--- src/sv/sobel_pkg.sv ---
package sobel_pkg;

    localparam int PIX_W     = 8;
    localparam int COORD_W   = 10;
    localparam int CFG_W     = 11;
    localparam int CFG_IDX_W = 2;
    localparam int GRAD_W    = PIX_W + 3;
    localparam int MAG_W     = 23;

    localparam int MAX_HEIGHT_DEF = 1024;
    localparam int MAX_WIDTH_DEF  = 1024;

    localparam logic [CFG_W-1:0] FRAME_RESET = CFG_W'(1024);
    localparam int               THR_RESET   = 128;
    localparam logic [MAG_W-1:0] THR_SQ_RESET = MAG_W'((THR_RESET + 1) * (THR_RESET + 1));

    localparam logic [CFG_IDX_W-1:0] REG_FRAME_WIDTH    = 2'd0;
    localparam logic [CFG_IDX_W-1:0] REG_FRAME_HEIGHT   = 2'd1;
    localparam logic [CFG_IDX_W-1:0] REG_EDGE_THRESHOLD = 2'd2;

    typedef logic [PIX_W-1:0] pix_t;

    // Index 0 is column x-2, index 1 column x-1, index 2 column x.
    typedef logic [2:0][PIX_W-1:0] pix_row_t;

    // Kernel input: [row][column], rows and columns in ascending order.
    typedef logic [2:0][2:0][PIX_W-1:0] win_t;

    typedef struct packed {
        pix_t older;
        pix_t prev;
    } col_pair_t;

endpackage

--- src/sv/sobel_mag.sv ---
module sobel_mag
    import sobel_pkg::*;
(
    input  logic signed [GRAD_W-1:0] gx,
    input  logic signed [GRAD_W-1:0] gy,
    input  logic [MAG_W-1:0]         thr_sq,
    output logic                     edge_bit
);

    logic signed [2*GRAD_W-1:0] sq_x;
    logic signed [2*GRAD_W-1:0] sq_y;
    logic [MAG_W-1:0]           mag2;

    assign sq_x = gx * gx;
    assign sq_y = gy * gy;
    assign mag2 = MAG_W'($unsigned(sq_x)) + MAG_W'($unsigned(sq_y));
    assign edge_bit = (mag2 >= thr_sq);

endmodule

--- config.mk ---
export PLATFORM = sky130hd
export DESIGN_NAME = sobel_mag
export DESIGN_NICKNAME = d
export VERILOG_FILES = /design/src/sv/sobel_pkg.sv /design/src/sv/sobel_mag.sv
export SDC_FILE = /design/constraint.sdc
export NUM_CORES = 1
export LEC_CHECK = 0
export CORE_ASPECT_RATIO = 1.4
export CORE_MARGIN = 5
export CORE_UTILIZATION = 65
export DETAILED_ROUTE_END_ITERATION = 16
export DONT_BUFFER_PORTS = 1
export MAX_ROUTING_LAYER = met4
export PLACE_DENSITY = 0.91
export SYNTH_ARGS = -nofsm -noshare
export SYNTH_HDL_FRONTEND = slang
export SYNTH_SLANG_ARGS = --single-unit
--- constraint.sdc ---
create_clock -name vclk -period 34
set_input_delay 6.8 -clock vclk [all_inputs]
set_output_delay 6.8 -clock vclk [all_outputs]
set_load 0.02 [all_outputs]
==> After elaboration in Yosys (flattened, before gate mapping) <==
Cells that the tools add are included.
{ "op_classes": {"add_sub_neg": 1, "multipliers": 2, "div_mod_pow": 0, "n_lt_le_gt_ge": 1, "n_eq_ne": 0, "shift": 0, "n_mux": 0, "n_bitwise": 0, "n_reduce_logical": 0} }
{ "op_table": {"columns": ["operator", "n"], "rows": [
  ["$mul A11 B11 Y22", 2],
  ["$add A22 B22 Y23", 1],
  ["$ge A23 B23 Y1", 1]
]} }
{ "word_totals": {"ff_bits": 0, "latch_bits": 0, "ram_bits": 0, "romBits": 0, "inputBits": 45, "out_inout_bits": 1, "elab_cells": 4, "n_memories": 0} }

==> Depth between registers and ports, before layout <==
{ "logic_depth": {"depth_word": 3, "mapped_depth": 35, "mapped_depth_nobuf": 33} }

==> Least setup slack after synthesis <==
OpenSTA, ideal clock, no wires.
{ "synth_timing": {"kind": "input-to-output", "startpoint": "in gx[6]", "endpoint": "out edge_bit", "arrival_time_ps": 13770, "required_time_ps": 27200, "slack_ps": 13430, "cell_stages": 32, "path_buffers": 2, "path_cell_list": "clkbuf_1 nand2_1 fa_1 fa_1 inv_1 fa_1 fa_1 inv_1 fa_1 inv_1 ha_1 a21o_1 a31o_2 a31oi_1 xnor2_1 ha_1 clkbuf_1 a211oi_1 o211ai_1 a311oi_1 inv_1 a31oi_1 o21bai_1 xor2_1 ha_1 a21o_1 a21o_1 a21oi_1 nor2b_1 o21ai_0 a21oi_1 or4b_2"} }
{ "synth_between": {"elab_chain_cells": 3} }
{ "synth_rtl": {"columns": ["item", "line", "text"], "rows": [
  ["start: declaration", "sobel_mag.sv:4", "input logic signed [GRAD_W-1:0] gx,"],
  ["$mul A11 B11 Y22", "sobel_mag.sv:14", "assign sq_x = gx * gx;"],
  ["$add A22 B22 Y23", "sobel_mag.sv:16", "assign mag2 = MAG_W'($unsigned(sq_x)) + MAG_W'($unsigned(sq_y));"],
  ["$ge A23 B23 Y1", "sobel_mag.sv:17", "assign edge_bit = (mag2 >= thr_sq);"],
  ["end: declaration", "sobel_mag.sv:7", "output logic edge_bit"]
]} }
Every way passes these cells.

==> Final worst setup path <==
{ "layout_timing": {"startpoint": "in gy[5]", "endpoint": "out edge_bit"} }
{ "layout_between": {"elab_chain_cells": 3} }
{ "layout_rtl": {"columns": ["item", "line", "text"], "rows": [
  ["start: declaration", "sobel_mag.sv:5", "input logic signed [GRAD_W-1:0] gy,"],
  ["$mul A11 B11 Y22", "sobel_mag.sv:15", "assign sq_y = gy * gy;"],
  ["$add A22 B22 Y23", "sobel_mag.sv:16", null],
  ["$ge A23 B23 Y1", "sobel_mag.sv:17", null]
]} }
Every way passes these cells.

==> results.cfg <==
[final_layout]
clockBufferCount = 0
layout_commonest_cell = inv_1
num_antenna_cells = 0
postLayoutCoreUtil_pct = 67.1
synthToLayoutAreaGrowth_pct = 1.68
nNetsFinal = 1494
final_cell_mix = inv_1 (320), fa_1 (208), ha_1 (137), nand2_1 (73), xnor2_1 (53)
register_area_um2 = 0
final_layout_size_suffix_gt1_share_pct = 1.09
design.seq.count = 0

[clocking]
holdBufCountCts = 0
cts.repair.resized = 0
post-cts-setup-buffers = 0

[grt]
antenna_found_initial = 0
grt_overflow = 0
grt_pass1_wl_um = 35600
grt_usage_pct = 25.0
grt_pass1_vias = 8153
grt_max_degree = 22

[synthesis]
synth_top_family_by_area = adder cells
synth-xor-area-share_pct = 6.41
syn_avg_cell_area_um2 = 8.77
syn_nets = 1512
synth-simple-area-share_pct = 11.3
synthesis.area_mm2 = 0.00984
muxShareOfSynthArea_pct = 0
ys_seq_area_share_pct = 0
synth_compound_area_share_pct = 9.62
synth_fa_ha_area_share_pct = 59.7
synth_cell_types = 47
ys_warn_count = 0
netlist_instances = 1122

[route]
vias = 7203
wl_um = 20300
wire_per_inst_um = 15.7
drcViolationCount = 0
dr.pass1.iters = 7
initialDrtViolationCount = 317
detail-route-antenna-nets = 0
vias_per_cell = 5.57

[critical_path]
critPathCaptureType = output pin
worstPathRequired_ns = 27.20
worst_path_largest_cell_delay_ns = 0.78
cp_max_fo = 9
crit_type = input port to output pin
slowest_stage = or4b_2
worst_ep_arrival_time_ns = 14.37
crit_start = gy[5]
startpoint_type = input port

[floorplanning]
row_count = 53
ioPinCount = 46
core_area_mm2 = 0.0149
die_w_um = 114
start_util_pct = 66.0
die_h_um = 156
die_area_mm2 = 0.0177

[sta]
tns_ns = 0
rsz0062_at_grt = false
min_period_ns = 21.17
final-setup-viol-count = 0
slew_violations = 0
post-route-period-util_pct = 62.3
relSlewSlack_pct = 68.9
max_freq_mhz = 47.2
fin_ws_ns = 12.83
worstMarginPinSlew_ns = 0.462
hold_viol_final = 0

[place]
port_buffers = 0
gp_congestion = 0.933
place_ws_ns = 12.89
dpl.hpwl_um = 18700

[min_path]
min_from = thr_sq[14]
hp-class = input port to output pin

[job]
maxCapViolations = 0

[outcome]
run_status = finished clean
stage by stage:
stage	area (um2)	hold slack, ns	instances
floorplan	9840	14.04	1122
global placement	10000	14.16	1294
detailed placement	10000	14.16	1294
CTS	10000	14.16	1294
global route	10000	14.19	1294
finish	10000	14.16	1294
routing by layer:
metal	global-route usage, %	wire (um)	vias to the layer above
li1	-	-	3390
met1	27.8	7290	3520
met2	47.1	11300	213
met3	1.55	879	80
met4	8.04	824	0
met5	-	0	-
area by class of cell:
type,instances,area [um2]
well taps,192,240
inverters,320,1200
fillers,1145,4910
multi-input cells,782,8570
critical path, delay by kind of cell:
family | cells | cell delay [ns]
compound gates | 9 | 1.76
buf+inv | 5 | 0.27
xor+xnor | 2 | 0.38
fa+ha+maj | 8 | 3.46
simple gates | 8 | 1.69
worst paths after layout:
kind | endpoint | slack (ns) | cells past startpoint
setup / recovery | edge_bit | 12.83 | 32
hold / removal | edge_bit | 14.16 | 5
synth_stat cells, drive strengths merged, types with 3 or more instances:
cell type	count	area share [%]
o21a	7	0.53
nand2b	5	0.32
xnor2	53	4.7
clkbuf	20	0.76
a21oi	50	2.6
a311oi	3	0.27
nor3	9	0.46
a41oi	3	0.27
nand2	73	2.8
a31oi	7	0.44
inv	320	12
a21o	18	1.4
or3	5	0.32
nand4	5	0.32
o21ai	21	1.1
o21bai	6	0.46
ha	137	17
nor2	36	1.4
xor2	19	1.7
nor2b	27	1.7
fa	208	42
and2	40	2.5
and3	4	0.31
or2	3	0.19
a211oi	7	0.53
o211ai	5	0.38
a31o	3	0.27
nand3	6	0.31
cell families after synthesis:
group | count (synthesis)
AND/OR/NAND/NOR | 221
adder cells (fa/ha/maj) | 345
buffers and inverters | 340
XOR/XNOR | 72
AO/OA/AOI/OAI | 144
Power is not shown: default switching activity piles up to over one toggle a cycle in this logic, so the estimate is an artifact.
