<file path="config.mk">
export PLATFORM = sky130hd
export DESIGN_NAME = sobel_row_cell
export DESIGN_NICKNAME = d
export VERILOG_FILES = /design/src/sv/sobel_pkg.sv /design/src/sv/sobel_row_cell.sv
export SDC_FILE = /design/constraint.sdc
export NUM_CORES = 1
export LEC_CHECK = 0
export BUFFER_PORTS_ARGS = -buffer_cell sky130_fd_sc_hd__buf_2
export CORE_ASPECT_RATIO = 1.4
export CORE_MARGIN = 1.5
export CORE_UTILIZATION = 38
export CTS_CLUSTER_DIAMETER = 60
export DETAILED_ROUTE_END_ITERATION = 6
export PLACE_DENSITY = 0.73
export SLEW_MARGIN = 40
export SYNTH_ARGS = -nofsm -noshare
export SYNTH_HDL_FRONTEND = slang
export SYNTH_SLANG_ARGS = --single-unit
export TNS_END_PERCENT = 5
</file>
<file path="constraint.sdc">
create_clock -name aclk -period 0.8 [get_ports aclk]
set_input_delay 0.04 -clock aclk [delete_from_list [all_inputs] [get_ports aclk]]
set_output_delay 0.04 -clock aclk [all_outputs]
set_load 0.005 [all_outputs]
</file>
<file path="src/sv/sobel_pkg.sv">
package sobel_pkg;

    localparam int PIX_W     = 8;
    localparam int COORD_W   = 10;
    localparam int CFG_W     = 11;
    localparam int CFG_IDX_W = 2;
    localparam int GRAD_W    = PIX_W + 3;
    localparam int MAG_W     = 23;

    localparam int MAX_HEIGHT_DEF = 1024;
    localparam int MAX_WIDTH_DEF  = 1024;

    localparam logic [CFG_W-1:0] FRAME_RESET = CFG_W'(1024);
    localparam int               THR_RESET   = 128;
    localparam logic [MAG_W-1:0] THR_SQ_RESET = MAG_W'((THR_RESET + 1) * (THR_RESET + 1));

    localparam logic [CFG_IDX_W-1:0] REG_FRAME_WIDTH    = 2'd0;
    localparam logic [CFG_IDX_W-1:0] REG_FRAME_HEIGHT   = 2'd1;
    localparam logic [CFG_IDX_W-1:0] REG_EDGE_THRESHOLD = 2'd2;

    typedef logic [PIX_W-1:0] pix_t;

    // Index 0 is column x-2, index 1 column x-1, index 2 column x.
    typedef logic [2:0][PIX_W-1:0] pix_row_t;

    // Kernel input: [row][column], rows and columns in ascending order.
    typedef logic [2:0][2:0][PIX_W-1:0] win_t;

    typedef struct packed {
        pix_t older;
        pix_t prev;
    } col_pair_t;

endpackage

</file>
<file path="src/sv/sobel_row_cell.sv">
module sobel_row_cell
    import sobel_pkg::*;
(
    input  logic     aclk,
    input  logic     aresetn,
    input  logic     shift_en,
    input  pix_row_t row_in,
    output pix_row_t row_out
);

    pix_row_t row_reg;

    always_ff @(posedge aclk) begin
        if (!aresetn) begin
            row_reg <= '0;
        end else if (shift_en) begin
            row_reg <= row_in;
        end
    end

    assign row_out = row_reg;

endmodule

</file>
# Yosys cells after proc, flatten, opt, wreduce, memory -nomap -nowiden
# Cells that the tools add are included.
[word_totals] ff_bits=24 inputBits=27 output_inout_bits=24 wordCells=3

# Depth between registers and ports, before layout
[depth] depth_word=0 depth_mapped=4 ltp_nobuf=2

# Worst setup path after synthesis
# OpenSTA, ideal clock, no wires.
[synth_timing] path_type="input to register" start="in shift_en" end="reg row_reg (netlist bit row_out[0])" setup_time_ns=0.116 arrival_ns=0.512 required_time_ns=0.684 setup_slack_ns=0.172 cell_stages=4 n_path_buf=2 path_cell_list="buf_6 > buf_12 > mux2i_1 > nor2b_1"
[synth_rtl] item="from (decl)" line="sobel_row_cell.sv:6" text="input logic shift_en,"
[synth_rtl] item="to (signal assigned)" line="sobel_row_cell.sv:17" text="row_reg <= row_in;"
[synth_rtl] item="to (decl)" line="sobel_row_cell.sv:11" text="pix_row_t row_reg;"

# Final worst setup path
[layout_timing] start="reg row_reg (netlist bit row_out[4])" end="out row_out[4] in the netlist's numbering"
[layout_rtl] item="to (decl)" line="sobel_row_cell.sv:8" text="output pix_row_t row_out"
# No word-level cell between the ends.

==> implementation parameters <==
Parameter                              Value

Outcome
  Result of the run ... finished with violations
  Failing checks ... negative setup slack

Worst setup path
  Delay of the slowest cell on the worst path ... 340 ps
  Cell with the largest stage delay on the worst path ... dfxtp_2
  Number of cell instances on the worst register-to-register path ... 3
  Endpoint arrival time on the critical path ... 770 ps
  Required time of the critical path ... 760 ps
  Total buffers and inverters traversed by the critical path ... 1
  Endpoint class of the critical path ... output port
  Startpoint type of the worst setup path ... register
  Critical register-to-register path startpoint ... row_out[7]
  Critical path fanouts, max ... 2
  Worst-path cell chain ... buf_2
  R2R setup slack ... 70 ps
  Worst r2r dst ... row_out[7]
  Class of the most critical setup path ... reg -> out
  Crit path max-delay family ... flip-flops

Detailed routing
  Vias post-DR ... 816
  Iter 0 DRT Violations ... 5
  Number of DRC violations after detailed routing ... 0
  Count of antenna-violating nets left after detailed routing ... 0
  Routed length per instance ... 12.6 µm
  Drt first pass iters ... 2
  Post-Route WL ... 2180 µm
  Ratio of routed vias to standard cells ... 4.72

Layout
  Non-Filler Cell Area, Final ... 1540 µm²
  Fillers ... 190
  Number of flip-flops under the largest register name ... 24
  Area growth syn-to-layout ... 65.9%
  Antenna fix cells ... 0
  Number of nets at the end of the flow ... 178
  Fin util ... 0.652
  Commonest non-fill, non-tap cell in the layout ... buf_2
  Share of post-route cells with drive strength above 1 ... 0.540
  Commonest non-fill, non-tap cells in the layout ... buf_2 (39), mux2i_1 (24), nor2b_1 (24), dfxtp_2 (24), dlygate4sd3_1 (21)

Worst hold path
  Class of the tightest hold or removal check ... in -> reg
  Worst min-delay path startpoint ... row_in[5]
  Worst hold path cell count ... 3
  Hold path endpoint ... row_out[5]

GRT
  Maximum number of pins on one net before global-route repair ... 25
  Antenna violations before repair ... 0
  Remaining Overflow, GRT ... 0
  Vias in the first global route ... 832
  Wire length of the first global-routing pass ... 3350 µm
  Overall Global Routing Usage ... 0.165

Pwr
  Internal power ... 1.86 mW
  Clock power frac ... 0.259
  Peak supply drop ... 1.21 mV
  Leakage power figure ... 0.758 nW
  Power Density ... 1550 nW/µm²
  Switching part of the total ... 0.224
  Combinational power share ... 0.189
  Power spent charging and discharging nets ... 0.538 mW
  Flop pwr share ... 0.552

Clocking
  TritonCTS clock tree ... built
  Clock latency of the later-clocked register in the worst-skew pair ... 300 ps
  # clock sinks ... 24
  Post-CTS clock slew at the launch and capture registers of the worst setup and hold paths ... 130 ps
  Buffer depth of the longest clock path ... 2
  CTS buffer count ... 3
  Buffer cell driving the clock tree root ... clkbuf_4
  Count of H-tree levels built during CTS ... 1

Placed design
  Global placement routability congestion ... 0.636
  Buffers on Ports ... 50
  HPWL after detailed placement ... 1270 µm
  Instance area after placement ... 1190 µm²

Logic synthesis
  Area fraction of the dominant cell type after synthesis ... 0.517
  Cell type with the largest total area after synthesis ... dfxtp_1
  Net count after synthesis ... 104
  Share of synthesized area occupied by flip-flops and latches ... 0.517
  YS warnings ... 0
  Biggest area contributors in the synthesized netlist ... dfxtp_1 (52%), mux2i_1 (26%), nor2b_1 (16%)
  Count of mapped cells out of synthesis ... 77
  Average size of a mapped cell ... 12.1 µm²
  Synthesis-stage register bit count ... 24
  Syn Std Cell Area ... 930 µm²
  Number of library cell types mapped by synthesis ... 6

STA
  Final count of pins violating max slew ... 0
  Tightest Pin Transition ... 318 ps
  Unrepaired setup endpoints after global routing ... yes
  Part of the cycle the worst path needs ... 1.01
  Fmax achieved ... 1240 MHz
  Minimum period implied by the final worst setup slack ... 807 ps
  Final worst clock skew ... 0 ps
  Final Setup Violations ... 11
  Final critical-path setup slack ... -6.77 ps
  Final count of hold timing violations ... 0
  Relative slew slack ... 0.788

Die
  Floorplan die area ... 2760 µm²
  # rows ... 21
  Effective utilization at floorplan ... 0.393
  I/O pin count ... 51
  Core Box Area ... 2360 µm²
  Chip width ... 44.8 µm
  Vertical die dimension ... 61.5 µm

Flow run
  Max capacitance violation total ... 0
## per-layer routing
metal,wire [µm],vias up,track usage
met5,0,-,0
met4,12,0,0.0756
met3,117,2,0.0264
met2,1240,33,0.325
met1,810,380,0.164
li1,-,401,-
## what timing repair did
item,4_1_cts,5_1_grt
gates resized for setup,25,10
setup endpoints to repair,24,24
buffers inserted,0,1
hold buffers,20,1
gates cloned,0,0
endpoints found under the hold margin,20,1
pin swaps,0,0
## metrics by stage
step	setup WS [ps]	cells	hold slack (ps)	setup TNS, ps	total power [mW]
2_1_floorplan	172	77	168	0	1.51
3_3_place_gp	91.5	147	296	0	1.65
3_5_place_dp	50.4	147	303	0	1.66
4_1_cts	-20.8	171	0.145	-343	2.38
5_1_grt	-51.8	173	5.80	-1080	2.53
6_report	-6.77	173	1.80	-37.6	2.40
## Yosys cell counts
library cell   n
buf_12         2
dfxtp_1       24
nor2b_1       24
clkbuf_1       2
mux2i_1       24
buf_6          1
## worst register-to-register path, cell delays in order, from the launching register on
cell	delay [ps]
dfxtp_2	340
buf_4	120
mux2i_1	120
nor2b_1	60
## power by group through the flow
stage | Combinational, mW | Clock [mW] | Sequential (mW)
2_1_floorplan | 0.177 | 0 | 1.33
3_3_place_gp | 0.323 | 0 | 1.32
3_5_place_dp | 0.333 | 0 | 1.32
4_1_cts | 0.412 | 0.650 | 1.31
5_1_grt | 0.496 | 0.700 | 1.33
6_report | 0.453 | 0.621 | 1.32
## how the worst max path moves through the flow
stage | from | to | slack (ps) | depth (start not counted)
final | row_out[4] | row_out[4] | -7 | 1
after global routing | row_out[5] | row_out[5] | -50 | 1
after CTS | row_out[4] | row_out[4] | -20 | 1
after detailed placement | shift_en | row_out[0] | 50 | 4
after global placement | shift_en | row_out[13] | 90 | 4
after floorplan | shift_en | row_out[0] | 170 | 4
## final cells by class
type	instances	area, µm²	area share
well taps	23	28.8	0.0187
multi-input cells	48	390	0.253
repair buffers	74	577	0.374
clock buffers	4	36.3	0.0235
flip-flops and latches	24	510	0.331
## logic make-up (layout without fill, tap and decap cells)
family / count (synthesis) / count (layout) / share of synthesized area
simple gates: 24 / 24 / 0.162
flops: 24 / 24 / 0.517
buf+inv: 5 / 78 / 0.0633
mux: 24 / 24 / 0.258
No activity file was read; power rests on OpenSTA's default activity.
