==> config.mk <==
export PLATFORM = sky130hd
export DESIGN_NAME = sobel_grad
export DESIGN_NICKNAME = d
export VERILOG_FILES = /design/src/sv/sobel_pkg.sv /design/src/sv/sobel_grad.sv
export SDC_FILE = /design/constraint.sdc
export NUM_CORES = 1
export LEC_CHECK = 0
export BUFFER_PORTS_ARGS = -buffer_cell sky130_fd_sc_hd__clkbuf_2
export CAP_MARGIN = 20
export CORE_ASPECT_RATIO = 1.75
export CORE_MARGIN = 2
export CORE_UTILIZATION = 55
export DETAILED_ROUTE_END_ITERATION = 7
export PLACE_DENSITY = 0.88
export SYNTH_ARGS = -nofsm -noshare
export SYNTH_HDL_FRONTEND = slang
export SYNTH_SLANG_ARGS = --single-unit
==> constraint.sdc <==
create_clock -name vclk -period 6.2
set_clock_uncertainty 0.15 [all_clocks]
set_input_delay 0.31 -clock vclk [all_inputs]
set_output_delay 0.31 -clock vclk [all_outputs]
set_load 0.03 [all_outputs]
==> src/sv/sobel_pkg.sv <==
package sobel_pkg;

    localparam int PIX_W     = 8;
    localparam int COORD_W   = 10;
    localparam int CFG_W     = 11;
    localparam int CFG_IDX_W = 2;
    localparam int GRAD_W    = PIX_W + 3;
    localparam int MAG_W     = 23;

    localparam int MAX_HEIGHT_DEF = 1024;
    localparam int MAX_WIDTH_DEF  = 1024;

    localparam logic [CFG_W-1:0] FRAME_RESET = CFG_W'(1024);
    localparam int               THR_RESET   = 128;
    localparam logic [MAG_W-1:0] THR_SQ_RESET = MAG_W'((THR_RESET + 1) * (THR_RESET + 1));

    localparam logic [CFG_IDX_W-1:0] REG_FRAME_WIDTH    = 2'd0;
    localparam logic [CFG_IDX_W-1:0] REG_FRAME_HEIGHT   = 2'd1;
    localparam logic [CFG_IDX_W-1:0] REG_EDGE_THRESHOLD = 2'd2;

    typedef logic [PIX_W-1:0] pix_t;

    // Index 0 is column x-2, index 1 column x-1, index 2 column x.
    typedef logic [2:0][PIX_W-1:0] pix_row_t;

    // Kernel input: [row][column], rows and columns in ascending order.
    typedef logic [2:0][2:0][PIX_W-1:0] win_t;

    typedef struct packed {
        pix_t older;
        pix_t prev;
    } col_pair_t;

endpackage

==> src/sv/sobel_grad.sv <==
module sobel_grad
    import sobel_pkg::*;
(
    input  win_t                     win,
    output logic signed [GRAD_W-1:0] gx,
    output logic signed [GRAD_W-1:0] gy
);

    logic [PIX_W+1:0] right_sum;
    logic [PIX_W+1:0] left_sum;
    logic [PIX_W+1:0] bottom_sum;
    logic [PIX_W+1:0] top_sum;

    assign right_sum  = {2'b00, win[0][2]} + {1'b0, win[1][2], 1'b0} + {2'b00, win[2][2]};
    assign left_sum   = {2'b00, win[0][0]} + {1'b0, win[1][0], 1'b0} + {2'b00, win[2][0]};
    assign bottom_sum = {2'b00, win[2][0]} + {1'b0, win[2][1], 1'b0} + {2'b00, win[2][2]};
    assign top_sum    = {2'b00, win[0][0]} + {1'b0, win[0][1], 1'b0} + {2'b00, win[0][2]};

    assign gx = $signed({1'b0, right_sum}) - $signed({1'b0, left_sum});
    assign gy = $signed({1'b0, bottom_sum}) - $signed({1'b0, top_sum});

endmodule

Word-level counts from Yosys, hierarchy flattened
Index checks and enable logic that the tools add are counted.
{"block": "totals", "register_bits": 0, "in_bits": 72, "output_inout_bits": 22, "wordCells": 10}
{"block": "op_classes", "add_sub_neg": 10}
{"operator": "10-bit by 8-bit adder with 10-bit output", "count": 4}
{"operator": "8-bit by 9-bit adder with 10-bit output", "count": 4}
{"operator": "10-bit by 10-bit subtractor with 11-bit output", "count": 2}

Logic depth before layout (Yosys ltp)
{"block": "logic_depth", "depth_word": 3, "mapped_depth": 15, "depth_no_buf": 15}

Worst setup path before layout
OpenSTA, ideal clock, no wires.
{"block": "synth_timing", "path_kind": "input to output", "from": "in win[2] (netlist name)", "to": "out gx[10]", "t_arrival_ps": 3542, "t_required_ps": 5740, "setup_slack_ps": 2198, "path_stages": 11, "path_buffers": 0, "cell_sequence": "inv_1 > fa_1 > fa_1 > inv_1 > fa_1 > inv_1 > ha_1 > a21oi_4 > o22ai_1 > or3_4 > a221oi_2"}
{"block": "synth_between", "elab_chain_len": 3}
{"item": "start: declaration", "line_no": "sobel_grad.sv:4", "source": "input win_t win,"}
{"item": "8-bit by 9-bit adder with 10-bit output", "line_no": "sobel_grad.sv:15", "source": "assign left_sum = {2'b00, win[0][0]} + {1'b0, win[1][0], 1'b0} + {2'b00, win[2][0]};"}
{"item": "10-bit by 8-bit adder with 10-bit output", "line_no": "sobel_grad.sv:15"}
{"item": "10-bit by 10-bit subtractor with 11-bit output", "line_no": "sobel_grad.sv:19", "source": "assign gx = $signed({1'b0, right_sum}) - $signed({1'b0, left_sum});"}
{"item": "end: declaration", "line_no": "sobel_grad.sv:5", "source": "output logic signed [GRAD_W-1:0] gx,"}
Every way passes these cells.

Worst setup path in the final report
{"block": "layout_timing", "from": "in win[50] (netlist name)", "to": "out gy[8]"}
{"block": "layout_between", "elab_chain_len": 3}
{"item": "8-bit by 9-bit adder with 10-bit output", "line_no": "sobel_grad.sv:16", "source": "assign bottom_sum = {2'b00, win[2][0]} + {1'b0, win[2][1], 1'b0} + {2'b00, win[2][2]};"}
{"item": "10-bit by 8-bit adder with 10-bit output", "line_no": "sobel_grad.sv:16"}
{"item": "10-bit by 10-bit subtractor with 11-bit output", "line_no": "sobel_grad.sv:20", "source": "assign gy = $signed({1'b0, bottom_sum}) - $signed({1'b0, top_sum});"}
{"item": "end: declaration", "line_no": "sobel_grad.sv:6", "source": "output logic signed [GRAD_W-1:0] gy"}
Every way passes these cells.

==> impl_summary.log <==
INFO  metric status = completed
INFO  metric hold_path_depth = 4
INFO  metric route.final.wire_length = 4920 um
INFO  metric fillers = 363
INFO  metric cts.hold.buffers_added = 0
INFO  metric synth_top_area_share = 50.4%
INFO  metric slew_violations = 0
INFO  metric grt_first_pass_wirelength = 8630 um
INFO  metric setup_repair_after_global_routing_missed_its_margin = no
INFO  metric route.detailed.drc = 0
INFO  metric final_layout_size_suffix_gt1_share = 26.1%
INFO  metric final-hold-violation-count = 0
INFO  metric route.antenna.remaining_nets = 0
INFO  metric worst_setup_path_class = input pin to output pin
INFO  metric post_drt_via_cell_ratio = 4.75
INFO  metric static-leakage-power = 1.81 nW
INFO  metric worst_setup_path_end_kind = output pin
INFO  metric total_track_usage = 22.5%
INFO  metric min_period_over_period = 66.9%
INFO  metric floorplan.die_area = 0.00505 sq mm
INFO  metric cp.arrival = 3690 ps
INFO  metric synth.top_cells.by_area = fa_1 (50%), inv_1 (20%), ha_1 (12%)
INFO  metric setup_total_negative_slack = 0 ps
INFO  metric timing.critical_path.required = 5740 ps
INFO  metric post_synth_instance_area = 0.00246 sq mm
INFO  metric post-cts-setup-buffers = 0
INFO  metric crit_path_start_kind = input pin
INFO  metric clk_buf = 0
INFO  metric commonest_cells_after_routing_fill_and_taps_aside = inv_1 (128), clkbuf_2 (86), fa_1 (62), ha_1 (24), xnor2_1 (10)
INFO  metric synth_area_leader_cell = fa_1
INFO  metric count_of_flip_flops_and_latches = 0
INFO  metric post_synth_num_cell_types = 23
INFO  metric grt_antenna_before_repair = 0
INFO  metric cts_resized = 0
INFO  metric placementRows = 32
INFO  metric area_delta_synth_final = 20.1%
INFO  metric io_buffers = 86
INFO  metric detailroute.via_count = 1,954
INFO  metric swShare = 63.0%
INFO  metric gp_congestion = 0.796
INFO  metric power_density = 500 mW/mm^2
INFO  metric layout_min_cycle_time = 4150 ps
INFO  metric internal_power = 0.547 mW
INFO  metric maxSlewHeadroom = 82.0%
INFO  metric synth.net_count = 432
INFO  metric tightestPinTransition = 270 ps
INFO  metric height_of_the_die = 92.5 um
INFO  metric critPathMaxFanout = 2
INFO  metric globalRoute.totalOverflow = 0
INFO  metric nNetsFinal = 520
INFO  metric synthCells = 274
INFO  metric grt_pass1_vias = 2,249
INFO  metric register_area = 0 sq um
INFO  metric p_comb_share = 100.0%
INFO  metric vdd_ir_drop_max = 0.539 mV
INFO  metric min-delay-start = win[1]
INFO  metric part_of_the_power_in_the_clock_network = 0%
INFO  metric boundaryPins = 94
INFO  metric grt_max_degree = 6
INFO  metric ys.warnings.count = 0
INFO  metric switching_power = 0.932 mW
INFO  metric post_drt_wl_per_cell = 12.0 um
INFO  metric worstHoldEndpoint = gy[0]
INFO  metric die_width = 54.6 um
INFO  metric timing.fmax = 241 MHz
INFO  metric finish.utilization = 67.8%
INFO  metric max_cap_viol_count = 0
INFO  metric ys_seq_area_share = 0%
INFO  metric place.detailed.hpwl = 4860 um
INFO  metric firstDrtPassIters = 4
INFO  metric final_antenna_diode_count = 0
INFO  metric finalSetupViolations = 0
INFO  metric drt_iter0_drc = 26
INFO  metric initial_core_util = 56.5%
INFO  metric placeableCoreArea = 0.00436 sq mm
INFO  metric mostFrequentLayoutCell = inv_1
INFO  metric post_synth.cell_area_avg = 8.99 sq um
INFO  metric worstHoldPathType = input pin to output pin
INFO  metric share_seq_of_total_power = 0%
## per-layer routing
metal	part of all wire [%]	routed length [um]	GRT usage [%]
met2	62	3070	47.7
met3	7.2	353	2.42
met5	0	0	0
met4	0.96	47	1.67
met1	29	1450	21.1
## cell usage after synthesis, drive strengths merged
master and n:
nand2 2, a221oi 2, o31a 2, a31oi 2
and2b 3, o21a 4, ha 24, fa 62
o2111a 2, o21ai 6, nor2b 3, xnor2 10
o22ai 2, inv 128, xor2 2, a21o 2
nand3 2, nor2 6, a21oi 8, or3 2
## final cells by class
type | count | area (sq um) | area share [%]
inverters | 128 | 480 | 16.2
multi-input cells | 146 | 1980 | 67.0
repair buffers | 86 | 430 | 14.6
well taps | 51 | 63.8 | 2.16
## cells by family (layout without fill, tap and decap cells)
logic type | after synthesis | in the layout | share of synthesized area, %
xor+xnor | 12 | 12 | 4.27
buf+inv | 128 | 214 | 19.5
compound gates | 30 | 30 | 9.45
simple gates | 18 | 18 | 4.22
fa+ha+maj | 86 | 86 | 62.6
## worst max-delay path by stage
stage                        from     end  cells after the start
final                     win[50]   gy[8]                     13
after global routing       win[0]   gx[9]                     16
after CTS                 win[50]   gy[8]                     13
after detailed placement  win[50]   gy[8]                     13
after global placement     win[2]   gx[8]                     14
after floorplan            win[2]  gx[10]                     11
## worst max-delay path, cell delays in order
cell	delay [ps]
clkbuf_2	110
fa_1	520
fa_1	550
inv_1	50
fa_1	590
inv_1	60
ha_1	280
a21oi_1	160
o22ai_1	140
or3_4	360
a21oi_2	160
xnor2_1	150
clkbuf_2	230
## power groups by stage
stage,Sequential [mW],Combinational [mW],Clock (mW)
2_1_floorplan,0,1.15,0
3_3_place_gp,0,1.45,0
3_5_place_dp,0,1.50,0
4_1_cts,0,1.50,0
5_1_grt,0,1.64,0
6_report,0,1.48,0
## stage by stage
stage | instance area (sq um) | power [mW] | worst slack (ps) | instances | hold WS, ps
2_1_floorplan | 2460 | 1.15 | 2200 | 274 | 922
3_3_place_gp | 2960 | 1.45 | 2090 | 411 | 1100
3_5_place_dp | 2960 | 1.50 | 2040 | 411 | 1130
4_1_cts | 2960 | 1.50 | 2030 | 411 | 1140
5_1_grt | 2960 | 1.64 | 1830 | 411 | 1190
6_report | 2960 | 1.48 | 2050 | 411 | 1130
(Power assumes the default switching activity.)
